`src/design/held_key_router_with_autorepeat_defines.svh`:
```
// ----------------------------------------------------------------------------
// held key router assertion macros
// shared assertion forms for the key router
// ----------------------------------------------------------------------------
`ifndef HELD_KEY_ROUTER_WITH_AUTOREPEAT_DEFINES_SVH
`define HELD_KEY_ROUTER_WITH_AUTOREPEAT_DEFINES_SVH

// implication checked on every edge out of reset
`define HKR_ASSERT_IMP(label, clk, rst_n, cond, prop, msg) \
    label: assert property (@(posedge clk) disable iff (!rst_n) (cond) |-> (prop)) \
        else $error(msg);

// next-cycle implication
`define HKR_ASSERT_NEXT(label, clk, rst_n, cond, prop, msg) \
    label: assert property (@(posedge clk) disable iff (!rst_n) (cond) |=> (prop)) \
        else $error(msg);

`endif

```
`src/design/hkr_pkg.sv`:
```
// ----------------------------------------------------------------------------
// hkr_pkg
// types and constants of the held key router
// ----------------------------------------------------------------------------
package hkr_pkg;

    localparam logic [1:0] CMD_MENU    = 2'd0;
    localparam logic [1:0] CMD_POINTER = 2'd1;
    localparam logic [1:0] CMD_ADVANCE = 2'd2;
    localparam logic [1:0] CMD_CANCEL  = 2'd3;

    localparam logic [1:0] EV_MENU    = 2'd0;
    localparam logic [1:0] EV_POINTER = 2'd1;
    localparam logic [1:0] EV_CANCEL  = 2'd2;

    localparam logic [2:0] REG_DELAY      = 3'd0;
    localparam logic [2:0] REG_INTERVAL   = 3'd1;
    localparam logic [2:0] REG_FIRST_MENU = 3'd2;
    localparam logic [2:0] REG_BACK       = 3'd3;
    localparam logic [2:0] REG_LAST_REP   = 3'd4;
    localparam logic [2:0] REG_ACCEPT     = 3'd5;

    typedef struct packed {
        logic [1:0]  command;
        logic [31:0] source_id;
        logic [3:0]  action;
        logic        is_down;
        logic        is_repeat;
        logic        forget;
        logic [31:0] now;
    } t_in_item;

    typedef struct packed {
        logic [1:0] event_kind;
        logic [3:0] event_action;
        logic       event_down;
        logic       last;
    } t_out_item;

    typedef enum logic [3:0] {
        ST_IDLE,
        ST_SCAN1,
        ST_DECIDE,
        ST_SCAN2,
        ST_CHOOSE,
        ST_ADV_SCAN,
        ST_CAN_COUNT,
        ST_CAN_FIXED,
        ST_CAN_SCAN,
        ST_CAN_APPLY,
        ST_EMIT
    } t_state;

endpackage

```
`src/design/held_key_router_with_autorepeat.sv`:
```
// ----------------------------------------------------------------------------
// held_key_router_with_autorepeat
// routes held menu and pointer sources to logical edges with auto-repeat
// ----------------------------------------------------------------------------
// One item at a time. A sequencer walks the source table one slot a cycle
// (the cancel release pass waits while the output register is not free)
// through a single compare unit: a button makes one pass for lookup and free
// slot and one for the held check and newest serial; an ignored press or
// unknown release ends after the first pass, a dropped menu command is
// discarded on accept, an advance makes one pass, and a cancel makes one pass
// to find its final result, four fixed results, and one pass emitting the
// directional releases. A ready result waits while the output register still
// holds an untaken one. Button and advance results are built in a staging
// register and move to the output register when it is free. Table fields live
// in slot-indexed registers with per-slot valid bits that reset clears.
module held_key_router_with_autorepeat
    import hkr_pkg::*;
#(
    parameter int MAX_SOURCES = 32
) (
    input  logic        i_clk,
    input  logic        i_rst_n,
    input  logic        i_valid,
    output logic        o_ready,
    input  t_in_item    i_data,
    output logic        o_valid,
    input  logic        i_ready,
    output t_out_item   o_data,
    input  logic        i_cfg_we,
    input  logic [2:0]  i_cfg_index,
    input  logic [15:0] i_cfg_data
);
    localparam int IW = (MAX_SOURCES > 1) ? $clog2(MAX_SOURCES) : 1;
    localparam int CW = $clog2(MAX_SOURCES + 1);
    localparam logic [CW-1:0] LAST_IDX = CW'(MAX_SOURCES - 1);

    // configuration
    logic [15:0] r_delay, r_interval;
    logic [3:0]  r_first_menu, r_back, r_last_rep, r_accept;

    // table
    logic [MAX_SOURCES-1:0] r_valid;
    logic [31:0] r_id     [MAX_SOURCES];
    logic        r_kind   [MAX_SOURCES];
    logic [3:0]  r_act    [MAX_SOURCES];
    logic        r_blk    [MAX_SOURCES];
    logic [31:0] r_serial [MAX_SOURCES];

    logic [31:0] r_press, r_now_max, r_target;
    logic [32:0] r_next_time;

    t_state      r_state, n_state;
    t_in_item    r_item;
    logic [CW-1:0] r_idx;
    logic        r_found, r_free_ok, r_held, r_ev_pend;
    logic [IW-1:0] r_found_slot, r_free_slot;
    logic        r_kind_c;
    logic [3:0]  r_act_c;
    logic [31:0] r_newest;
    logic [1:0]  r_fixed;
    t_out_item   r_ev;
    t_out_item   r_out;
    logic        r_out_valid;
    logic        r_blk_c;
    logic        r_any;
    logic [IW-1:0] r_last_slot;

    logic [IW-1:0] w_i;
    logic w_ent_v, w_ent_blk, w_ent_kind;
    logic [3:0] w_ent_act;
    logic [31:0] w_ent_id, w_ent_ser;
    logic w_repeats, w_scan_end;
    logic w_out_free;
    logic w_press_skip;
    logic w_load;

    assign w_i        = r_idx[IW-1:0];
    assign w_ent_v    = r_valid[w_i];
    assign w_ent_blk  = r_blk[w_i];
    assign w_ent_kind = r_kind[w_i];
    assign w_ent_act  = r_act[w_i];
    assign w_ent_id   = r_id[w_i];
    assign w_ent_ser  = r_serial[w_i];
    assign w_repeats  = w_ent_v && !w_ent_blk && !w_ent_kind && (w_ent_act <= r_last_rep);
    assign w_scan_end = (r_idx == LAST_IDX);
    assign w_out_free = !r_out_valid || i_ready;
    assign w_press_skip = r_found || (r_item.is_repeat && !r_kind_c) || !r_free_ok;
    // the output register takes a new result
    assign w_load = w_out_free && ((r_state == ST_CAN_FIXED) ||
                                   (r_state == ST_CAN_SCAN && w_repeats) ||
                                   (r_state == ST_EMIT && r_ev_pend));

    assign o_ready = (r_state == ST_IDLE);
    assign o_valid = r_out_valid;
    assign o_data  = r_out;

    always_comb begin
        n_state = r_state;
        unique case (r_state)
            ST_IDLE:      if (i_valid) n_state = ST_SCAN1;
            ST_SCAN1:     if (w_scan_end) n_state = ST_DECIDE;
            ST_DECIDE:    n_state = ST_SCAN2;
            ST_SCAN2:     if (w_scan_end) n_state = ST_CHOOSE;
            ST_CHOOSE:    n_state = ST_EMIT;
            ST_ADV_SCAN:  if (w_scan_end) n_state = ST_EMIT;
            ST_CAN_COUNT: if (w_scan_end) n_state = ST_CAN_FIXED;
            ST_CAN_FIXED: if (w_out_free && r_fixed == 2'd3) n_state = ST_CAN_SCAN;
            ST_CAN_SCAN:  if (w_scan_end && (!w_repeats || w_out_free))
                              n_state = ST_CAN_APPLY;
            ST_CAN_APPLY: n_state = ST_EMIT;
            ST_EMIT:      if (w_out_free) n_state = ST_IDLE;
            default:      n_state = ST_IDLE;
        endcase
        // first scan is shared by buttons; other commands branch at accept
        if (r_state == ST_IDLE && i_valid) begin
            priority if (i_data.command == CMD_ADVANCE) n_state = ST_ADV_SCAN;
            else if (i_data.command == CMD_CANCEL) n_state = ST_CAN_COUNT;
            else if (i_data.command == CMD_MENU &&
                     (i_data.action < r_first_menu || i_data.action > r_back))
                n_state = ST_IDLE;
            else n_state = ST_SCAN1;
        end
        if (r_state == ST_DECIDE) begin
            if (r_item.is_down && w_press_skip) n_state = ST_IDLE;
            if (!r_item.is_down && !r_found) n_state = ST_IDLE;
        end
    end

    always_ff @(posedge i_clk) begin
        if (!i_rst_n) begin
            r_state <= ST_IDLE;
            r_valid <= '0;
            r_press <= '0;
            r_now_max <= '0;
            r_target <= '0;
            r_next_time <= '0;
            r_out_valid <= 1'b0;
            r_ev_pend <= 1'b0;
            r_delay <= 16'd320;
            r_interval <= 16'd110;
            r_first_menu <= 4'd0;
            r_back <= 4'd7;
            r_last_rep <= 4'd5;
            r_accept <= 4'd6;
            r_idx <= '0;
            r_fixed <= '0;
        end else begin
            r_state <= n_state;
            if (i_cfg_we) begin
                unique case (i_cfg_index)
                    REG_DELAY:      r_delay <= i_cfg_data;
                    REG_INTERVAL:   r_interval <= i_cfg_data;
                    REG_FIRST_MENU: r_first_menu <= i_cfg_data[3:0];
                    REG_BACK:       r_back <= i_cfg_data[3:0];
                    REG_LAST_REP:   r_last_rep <= i_cfg_data[3:0];
                    REG_ACCEPT:     r_accept <= i_cfg_data[3:0];
                    default: ;
                endcase
            end
            if (w_load) r_out_valid <= 1'b1;
            else if (i_ready) r_out_valid <= 1'b0;

            unique case (r_state)
                ST_IDLE: begin
                    r_idx <= '0;
                    r_fixed <= '0;
                    r_ev_pend <= 1'b0;
                    if (i_valid) begin
                        r_item <= i_data;
                        r_found <= 1'b0;
                        r_free_ok <= 1'b0;
                        r_held <= 1'b0;
                        r_any <= 1'b0;
                        r_newest <= '0;
                        r_kind_c <= (i_data.command == CMD_POINTER);
                        r_act_c <= (i_data.command == CMD_POINTER) ? r_accept : i_data.action;
                        r_blk_c <= 1'b0;
                        // clock raise, skipped for dropped menus and cancel
                        if (i_data.command != CMD_CANCEL &&
                            !(i_data.command == CMD_MENU &&
                              (i_data.action < r_first_menu || i_data.action > r_back)) &&
                            i_data.now > r_now_max)
                            r_now_max <= i_data.now;
                    end
                end
                ST_SCAN1: begin
                    if (w_ent_v && w_ent_id == r_item.source_id && !r_found) begin
                        r_found <= 1'b1;
                        r_found_slot <= w_i;
                    end
                    if (!w_ent_v && !r_free_ok) begin
                        r_free_ok <= 1'b1;
                        r_free_slot <= w_i;
                    end
                    r_idx <= w_scan_end ? '0 : r_idx + 1'b1;
                end
                ST_DECIDE: begin
                    if (r_item.is_down) begin
                        if (!w_press_skip) begin
                            // held check before insertion
                            r_press <= (r_press == 32'hFFFF_FFFF) ? 32'd1 : r_press + 32'd1;
                            r_valid[r_free_slot] <= 1'b1;
                            r_id[r_free_slot] <= r_item.source_id;
                            r_kind[r_free_slot] <= r_kind_c;
                            r_act[r_free_slot] <= r_act_c;
                            r_blk[r_free_slot] <= 1'b1; // hidden from held scan
                            r_serial[r_free_slot] <=
                                (r_press == 32'hFFFF_FFFF) ? 32'd1 : r_press + 32'd1;
                        end
                    end else if (r_found) begin
                        r_kind_c <= r_kind[r_found_slot];
                        r_act_c <= r_act[r_found_slot];
                        r_blk_c <= r_blk[r_found_slot];
                        r_valid[r_found_slot] <= 1'b0;
                    end
                end
                ST_SCAN2: begin
                    if (w_ent_v && !w_ent_blk && w_ent_kind == r_kind_c && w_ent_act == r_act_c)
                        r_held <= 1'b1;
                    // the new entry is still blocked here; it joins below
                    if ((w_repeats && w_ent_ser > r_newest) ||
                        (r_item.is_down && w_i == r_free_slot && !r_kind_c &&
                         r_act_c <= r_last_rep && w_ent_ser > r_newest))
                        r_newest <= w_ent_ser;
                    r_idx <= w_scan_end ? '0 : r_idx + 1'b1;
                end
                ST_CHOOSE: begin
                    if (r_item.is_down) r_blk[r_free_slot] <= 1'b0;
                    if (r_newest != r_target) begin
                        r_target <= r_newest;
                        r_next_time <= {1'b0, r_now_max} + {17'd0, r_delay};
                    end
                    r_ev_pend <= !r_held && !r_blk_c;
                    r_ev.event_kind <= r_kind_c ? EV_POINTER : EV_MENU;
                    r_ev.event_action <= r_act_c;
                    r_ev.event_down <= r_item.is_down;
                    r_ev.last <= 1'b1;
                end
                ST_ADV_SCAN: begin
                    if (!r_ev_pend && r_target != '0 && {1'b0, r_now_max} >= r_next_time &&
                        w_ent_v && !w_ent_blk && w_ent_ser == r_target) begin
                        r_ev_pend <= 1'b1;
                        r_ev.event_kind <= w_ent_kind ? EV_POINTER : EV_MENU;
                        r_ev.event_action <= w_ent_act;
                        r_ev.event_down <= 1'b1;
                        r_ev.last <= 1'b1;
                        r_next_time <= {1'b0, r_now_max} + {17'd0, r_interval};
                    end
                    r_idx <= w_scan_end ? '0 : r_idx + 1'b1;
                end
                ST_CAN_COUNT: begin
                    // the last directional release carries the last flag
                    if (w_repeats) begin
                        r_any <= 1'b1;
                        r_last_slot <= w_i;
                    end
                    r_idx <= w_scan_end ? '0 : r_idx + 1'b1;
                end
                ST_CAN_FIXED: begin
                    if (w_out_free) begin
                        r_out.event_down <= 1'b0;
                        r_out.last <= (r_fixed == 2'd3) && !r_any;
                        unique case (r_fixed)
                            2'd0: begin
                                r_out.event_kind <= EV_CANCEL;
                                r_out.event_action <= r_accept;
                            end
                            2'd1: begin
                                r_out.event_kind <= EV_MENU;
                                r_out.event_action <= r_accept;
                            end
                            2'd2: begin
                                r_out.event_kind <= EV_MENU;
                                r_out.event_action <= r_back;
                            end
                            default: begin
                                r_out.event_kind <= EV_POINTER;
                                r_out.event_action <= r_accept;
                            end
                        endcase
                        r_fixed <= r_fixed + 2'd1;
                    end
                end
                ST_CAN_SCAN: begin
                    if (!w_repeats) begin
                        r_idx <= w_scan_end ? r_idx : r_idx + 1'b1;
                    end else if (w_out_free) begin
                        r_out.event_kind <= EV_MENU;
                        r_out.event_action <= w_ent_act;
                        r_out.event_down <= 1'b0;
                        r_out.last <= (w_i == r_last_slot);
                        r_idx <= w_scan_end ? r_idx : r_idx + 1'b1;
                    end
                end
                ST_CAN_APPLY: begin
                    for (int k = 0; k < MAX_SOURCES; k++) begin
                        if (r_item.forget) r_valid[k] <= 1'b0;
                        else if (r_valid[k]) r_blk[k] <= 1'b1;
                    end
                    r_target <= '0;
                end
                ST_EMIT: begin
                    if (w_load) r_out <= r_ev;
                end
                default: ;
            endcase
        end
    end

`include "held_key_router_with_autorepeat_defines.svh"

    `HKR_ASSERT_IMP(a_ready_idle, i_clk, i_rst_n, o_ready, r_state == ST_IDLE, "ready outside idle")
    `HKR_ASSERT_NEXT(a_out_hold, i_clk, i_rst_n, o_valid && !i_ready, o_valid, "result dropped")
    `HKR_ASSERT_NEXT(a_out_stable, i_clk, i_rst_n, o_valid && !i_ready, $stable(o_data), "result changed")

endmodule
```
`config.mk`:
```
export PLATFORM = sky130hd
export DESIGN_NAME = held_key_router_with_autorepeat
export DESIGN_NICKNAME = d
export VERILOG_FILES = /design/src/design/hkr_pkg.sv /design/src/design/held_key_router_with_autorepeat.sv
export VERILOG_INCLUDE_DIRS = /design/src /design/src/design
export SDC_FILE = /design/constraint.sdc
export NUM_CORES = 2
export LEC_CHECK = 0
export ABC_AREA = 0
export ABC_CLOCK_PERIOD_IN_PS = 9150
export BUFFER_PORTS_ARGS = -buffer_cell sky130_fd_sc_hd__clkbuf_2
export CORE_ASPECT_RATIO = 1.4
export CORE_MARGIN = 5
export CORE_UTILIZATION = 55
export CTS_BUF_LIST = sky130_fd_sc_hd__clkbuf_8
export DETAILED_ROUTE_END_ITERATION = 6
export PLACE_DENSITY = 0.7
export SYNTH_ARGS = -nofsm -noshare
export SYNTH_HDL_FRONTEND = slang
export SYNTH_SLANG_ARGS = --single-unit
```
`constraint.sdc`:
```
create_clock -name i_clk -period 9.15 [get_ports i_clk]
set_input_delay 1.3725 -clock i_clk [delete_from_list [all_inputs] [get_ports i_clk]]
set_output_delay 1.3725 -clock i_clk [all_outputs]
set_load 0.02 [all_outputs]
```
[Word level (Yosys, flattened, before mapping)]
Memory sizes are Yosys's and may differ from the RTL's. A register that Yosys moved wholly into a read port is not among the register bits.
Index checks and enable logic that the tools add are counted.
Word-level totals
  RAM bits: 2240
  memories: 5
  input port bits: 97
  flip-flop bits (word level): 331
Cells by class
  order comparisons: 12
  reduce and logical (&&, ||, !) cells: 102
  eq/ne operators: 49
  bitwise gates (word level): 5
  mux-type cells: 264
  add/sub/neg operators: 5
Memories
  r_id: depth 32, bits a word 32, read ports 1, clocked after memory_dff 1, write ports 1, line held_key_router_with_autorepeat.sv:43  | logic [31:0] r_id [MAX_SOURCES];
  r_serial: depth 32, bits a word 32, read ports 1, clocked after memory_dff 1, write ports 1, line held_key_router_with_autorepeat.sv:47  | logic [31:0] r_serial [MAX_SOURCES];
  r_act: depth 32, bits a word 4, read ports 2, clocked after memory_dff 2, write ports 1, line held_key_router_with_autorepeat.sv:45  | logic [3:0] r_act [MAX_SOURCES];
  r_blk: depth 32, bits a word 1, read ports 2, clocked after memory_dff 2, write ports 32, line held_key_router_with_autorepeat.sv:46  | logic r_blk [MAX_SOURCES];
  r_kind: depth 32, bits a word 1, read ports 2, clocked after memory_dff 2, write ports 1, line held_key_router_with_autorepeat.sv:44  | logic r_kind [MAX_SOURCES];
Operators with widths (number)
  32-bit two-way mux: 7
  1-bit two-way mux: 192
  32-bit one-hot mux with 2 select lines: 3
  5-bit two-way mux: 14
  32-bit by 16-bit adder with 33-bit output: 2
  33-bit two-way mux: 2
  33-bit one-hot mux with 2 select lines: 1
  32-bit == test: 2
  32-bit greater-than comparator: 2
  4-bit two-way mux: 16
  8-bit two-way mux: 5
  4-bit one-hot mux with 10 select lines: 1
  6-bit one-hot mux with 3 select lines: 2
  1-bit logical AND: 34
  32-bit by 33-bit >= comparator with 1-bit output: 1
  32-bit by 1-bit adder with 32-bit output (second input constant): 1
  32-bit bitwise AND: 1
  32-bit == test (second input constant): 1
  2-bit inequality test (second input constant): 16
  32-bit inequality test: 1
  32-bit NOT: 1
  32-bit bitwise OR: 1
  32-bit nonzero test: 1
  6-bit two-way mux: 4
  48 further kinds: 126

[Longest topological paths before layout]
  depth in word-level cells: 14
  depth in mapped cells: 25
  depth with buffers taken out: 17

[Least setup slack after synthesis]
OpenSTA, ideal clock, no wires.
  path kind: register to register
  start: register r_kind_c
  end: memory r_act[24][0], enable pin
  clock period less this slack: 9.263 ns
  setup slack: -0.113 ns
  arrival time: 8.593 ns
  data required time: 8.481 ns
  library setup time: 0.669 ns
  cell stages (with the launch flop): 8
  cells stage by stage: edfxtp_1 nor2b_1 nor3b_1 and3_1 clkbuf_1 nand2_1 clkbuf_1 nor4_1
On the way
  cells in the longest elaborated chain, start to end: 9
Ends and longest elaborated chain
  start, declared: line held_key_router_with_autorepeat.sv:57  | logic r_kind_c;
  start signal, assigned: line held_key_router_with_autorepeat.sv:175  | r_kind_c <= (i_data.command == CMD_POINTER);
  start signal, assigned: line held_key_router_with_autorepeat.sv:211  | r_kind_c <= r_kind[r_found_slot];
  1-bit logical NOT: line held_key_router_with_autorepeat.sv:87  | assign w_press_skip = r_found || (r_item.is_repeat && !r_kind_c) || !r_free_ok;
  1-bit logical AND: line held_key_router_with_autorepeat.sv:87
  1-bit logical OR (2 in a row): line held_key_router_with_autorepeat.sv:87
  1-bit two-way mux: line held_key_router_with_autorepeat.sv:199  | if (!w_press_skip) begin
  1-bit two-way mux: line held_key_router_with_autorepeat.sv:198  | if (r_item.is_down) begin
  1-bit two-way mux: line held_key_router_with_autorepeat.sv:163  | unique case (r_state)
  1-bit two-way mux: line held_key_router_with_autorepeat.sv:130  | if (!i_rst_n) begin
  1-bit two-way mux (implied by the code): line held_key_router_with_autorepeat.sv:205  | r_act[r_free_slot] <= r_act_c;
  end, declared: line held_key_router_with_autorepeat.sv:45
No other way between the ends.

==> results.txt <==
CP max stage cell - dfxtp_4
Critical Path End Type - flop
Gate Count Post-Synth - 6086
Syn_nets - 6318
Std-Cell Rows - 192
Pwr dens - 217 nW/um^2
Fin Setup TNS - 0 ps
Worst skew pair latency - 1000 ps
Clock root buffer - clkbuf_8
Post-route cell area - 119000 sq um
First-pass GRT wire length - 425 mm
Nets - 6652
Post-placement cell count - 8655
WL per Instance - 31.6 microns
Status - complete, no violations
Initial Utilization - 55.2%
TritonCTS Sinks - 2579
Yosys Warn Count - 0
Leak - 39.5 nW
CP max FO - 34
DP HPWL - 163 mm
Crit path cell chain - buf_4, inv_2, mux4_2, a221o_1, a2111oi_0, nand4_1, nor4_2, nor3_1, nor3_1
Arr. time, crit path - 6940 ps
Die area - 204000 sq um
Iter 0 DRT Violations - 6563
Worst path most repeated cell - nor3_1
Crit path launch type - flop
Grt ovf - 0
Via count - 60005
Fillers - 14071
Max cap viols - 0
Worst Max-Slew Pin Slew - 1320 ps
Die Y - 533 microns
Htree depth - 5
Non-Filler Instances - 9332
First-pass DRT Iterations - 5
Hold Path Class - flop to flop
Critical path required time - 9720 ps
Final Max Tran Viols - 0
Unrepaired setup endpoints after global routing - no
Routability Congestion - 0.921
DRC - 0
Max clock buf depth - 4
Final Power - 25.8 mW
Final WL - 295 mm
Critical path class - flop to flop
Syn Area/Cell - 17.7 sq um
Crit share post-route - 69.6%
Largest net degree at the start of global routing - 118
Area post-placement - 112000 sq um
Post-CTS Setup Bufs - 0
Register area share after synthesis - 69.6%
Clk_skew - 64.3 ps
PostCTS Resize Cnt - 0
Largest vdd supply drop - 0.125 mV
Unique masters post-synth - 87
Fmax - 157 MHz
Worst Path Buf+Inv - 2
Final core occ - 60.9%
CTS buffer count - 381
Die span in x - 384 microns
Post-Syn Area - 107000 sq um
Cell family with most CP delay - simple AND/OR/NAND/NOR gates
Final hold vios - 0
Routed vias/inst - 6.43
Final setup fails - 0
Clk slew on worst S/H paths - 60 ps
Max stage delay on crit path - 930 ps
Area grow syn2layout - 10.4%
Hold_buf cts - 0
GRT Util Overall - 28.7%
Worst setup margin - 2790 ps
Synth Flop Type - edfxtp_1
Number of synthesized register bits - 2579
CTS tree - built
Min Tclk post-route - 6360 ps
Worst slew margin - 11.6%
Post-synth EDFFs - 2314
Setup WS pre-CTS - 2750 ps
I/O Pins - 107
Hold Worst Slack - 455 ps
Initial antenna violation count - 11
Core Footprint - 195000 sq um
Layout cells sized above 1 - 22.7%
Vias in the first global route - 61079
Port Buffers - 106
Antenna viol nets, final - 0
Asr flop ratio synth - 0%
==> per-layer routing <==
layer,share of wire [%],global-route usage [%],vias to the layer above
met3,9.1,5.02,625
li1,-,-,24978
met5,0.0064,0,-
met2,50,48.5,3364
met4,4.7,12.0,2
met1,36,37.0,31036
==> cell families after synthesis <==
logic type,Yosys count,share of synthesized area [%]
DFF,2579,69.6
and+or+nand+nor,1078,4.74
muxes,985,16.5
AOI/OAI and AO/OA,650,3.90
buffers and inverters,467,2.13
xor gates and xnor gates,192,1.56
adders and majority gates,135,1.58
==> layout make-up <==
cell class	instances	area, sq um	share of cell area, %
antenna	3	7.51	0.00633
sequential	2579	74800	63.1
inverter	143	546	0.460
multi-input combinational	3040	30900	26.0
timing repair buffer	275	2030	1.71
clock inverter	270	1540	1.30
tap	2619	3280	2.76
clock buffer	403	5550	4.68
==> cell usage after synthesis (all sizes together), types with 6 or more instances <==
cell	count	share of area, %
a211oi	14	0.098
a21o	45	0.31
a21oi	183	0.85
a221o	8	0.075
a221oi	17	0.14
a22oi	36	0.25
a31oi	14	0.082
a32o	9	0.084
a32oi	13	0.11
and2	35	0.20
and3	33	0.19
and4	6	0.049
buf	167	1.1
clkbuf	156	0.55
dfxtp	265	4.9
edfxtp	2314	65
ha	134	1.6
inv	142	0.50
mux2	64	0.68
mux2i	303	2.8
mux4	618	13
nand2	415	1.4
nand2b	27	0.16
nand3	67	0.31
nand3b	17	0.12
nand4	51	0.31
nor2	233	0.81
nor2b	32	0.19
nor3	63	0.29
nor3b	10	0.070
nor4	40	0.25
nor4b	6	0.055
o211a	7	0.065
o21a	26	0.18
o21ai	145	0.68
o221ai	17	0.14
o22ai	39	0.23
o31a	8	0.065
o31ai	22	0.16
or2	12	0.070
or3	18	0.10
xnor2	96	0.78
xor2	96	0.78
==> power by group <==
part	internal (mW)	leakage (nW)	switching [mW]	total (mW)
registers	13.1	23.2	0.312	13.4
clock network	4.49	4.06	4.38	8.87
logic	1.53	12.2	1.95	3.48
total	19.1	39.5	6.65	25.8
==> placed cells by master (no fill, tap or decap), drive strengths merged, types with 27 or more instances in the layout <==
master	count
clkinv	114
buf	170
mux2	64
a21oi	183
nor3	63
dfxtp	265
and3	33
mux2i	303
o22ai	39
nand2	415
o21ai	145
nand3	67
xnor2	96
nor4	40
clkbuf	508
nor2	233
ha	134
nand2b	27
a21o	45
xor2	96
nor2b	32
and2	35
a22oi	36
inv	270
nand4	51
edfxtp	2314
mux4	618
==> registers in the layout, summed over array words and instances, names as in the netlist, 6 cells and up, named ones only <==
| name | count |
|---|---|
| r_item | 35 |
| r_delay | 16 |
| r_now_max | 32 |
| r_idx | 6 |
| r_act | 128 |
| r_press | 32 |
| r_id | 1024 |
| r_serial | 1024 |
| r_kind | 32 |
| r_blk | 32 |
| r_interval | 16 |
| r_newest | 32 |
| r_target | 32 |
| o_data | 8 |
| r_next_time | 33 |
| r_ev | 6 |
| r_valid | 32 |
==> worst min-delay path, cell delays in order (launching register included) <==
cell and delay, ps:
dfxtp_1 310, nand2_1 50, a21oi_1 50
==> path summary, 6_finish.rpt <==
| path | from | to | slack (ps) | depth (start not counted) |
|---|---|---|---|---|
| worst max-delay path | flop | r_ev[2] | 2790 | 9 |
| worst min-delay path | r_interval[11] | r_interval[11] | 460 | 2 |
| worst max register to register | flop | r_ev[2] | 2790 | 9 |
| worst min register to register | r_interval[11] | r_interval[11] | 460 | 2 |
No activity file was read; power rests on OpenSTA's default activity.
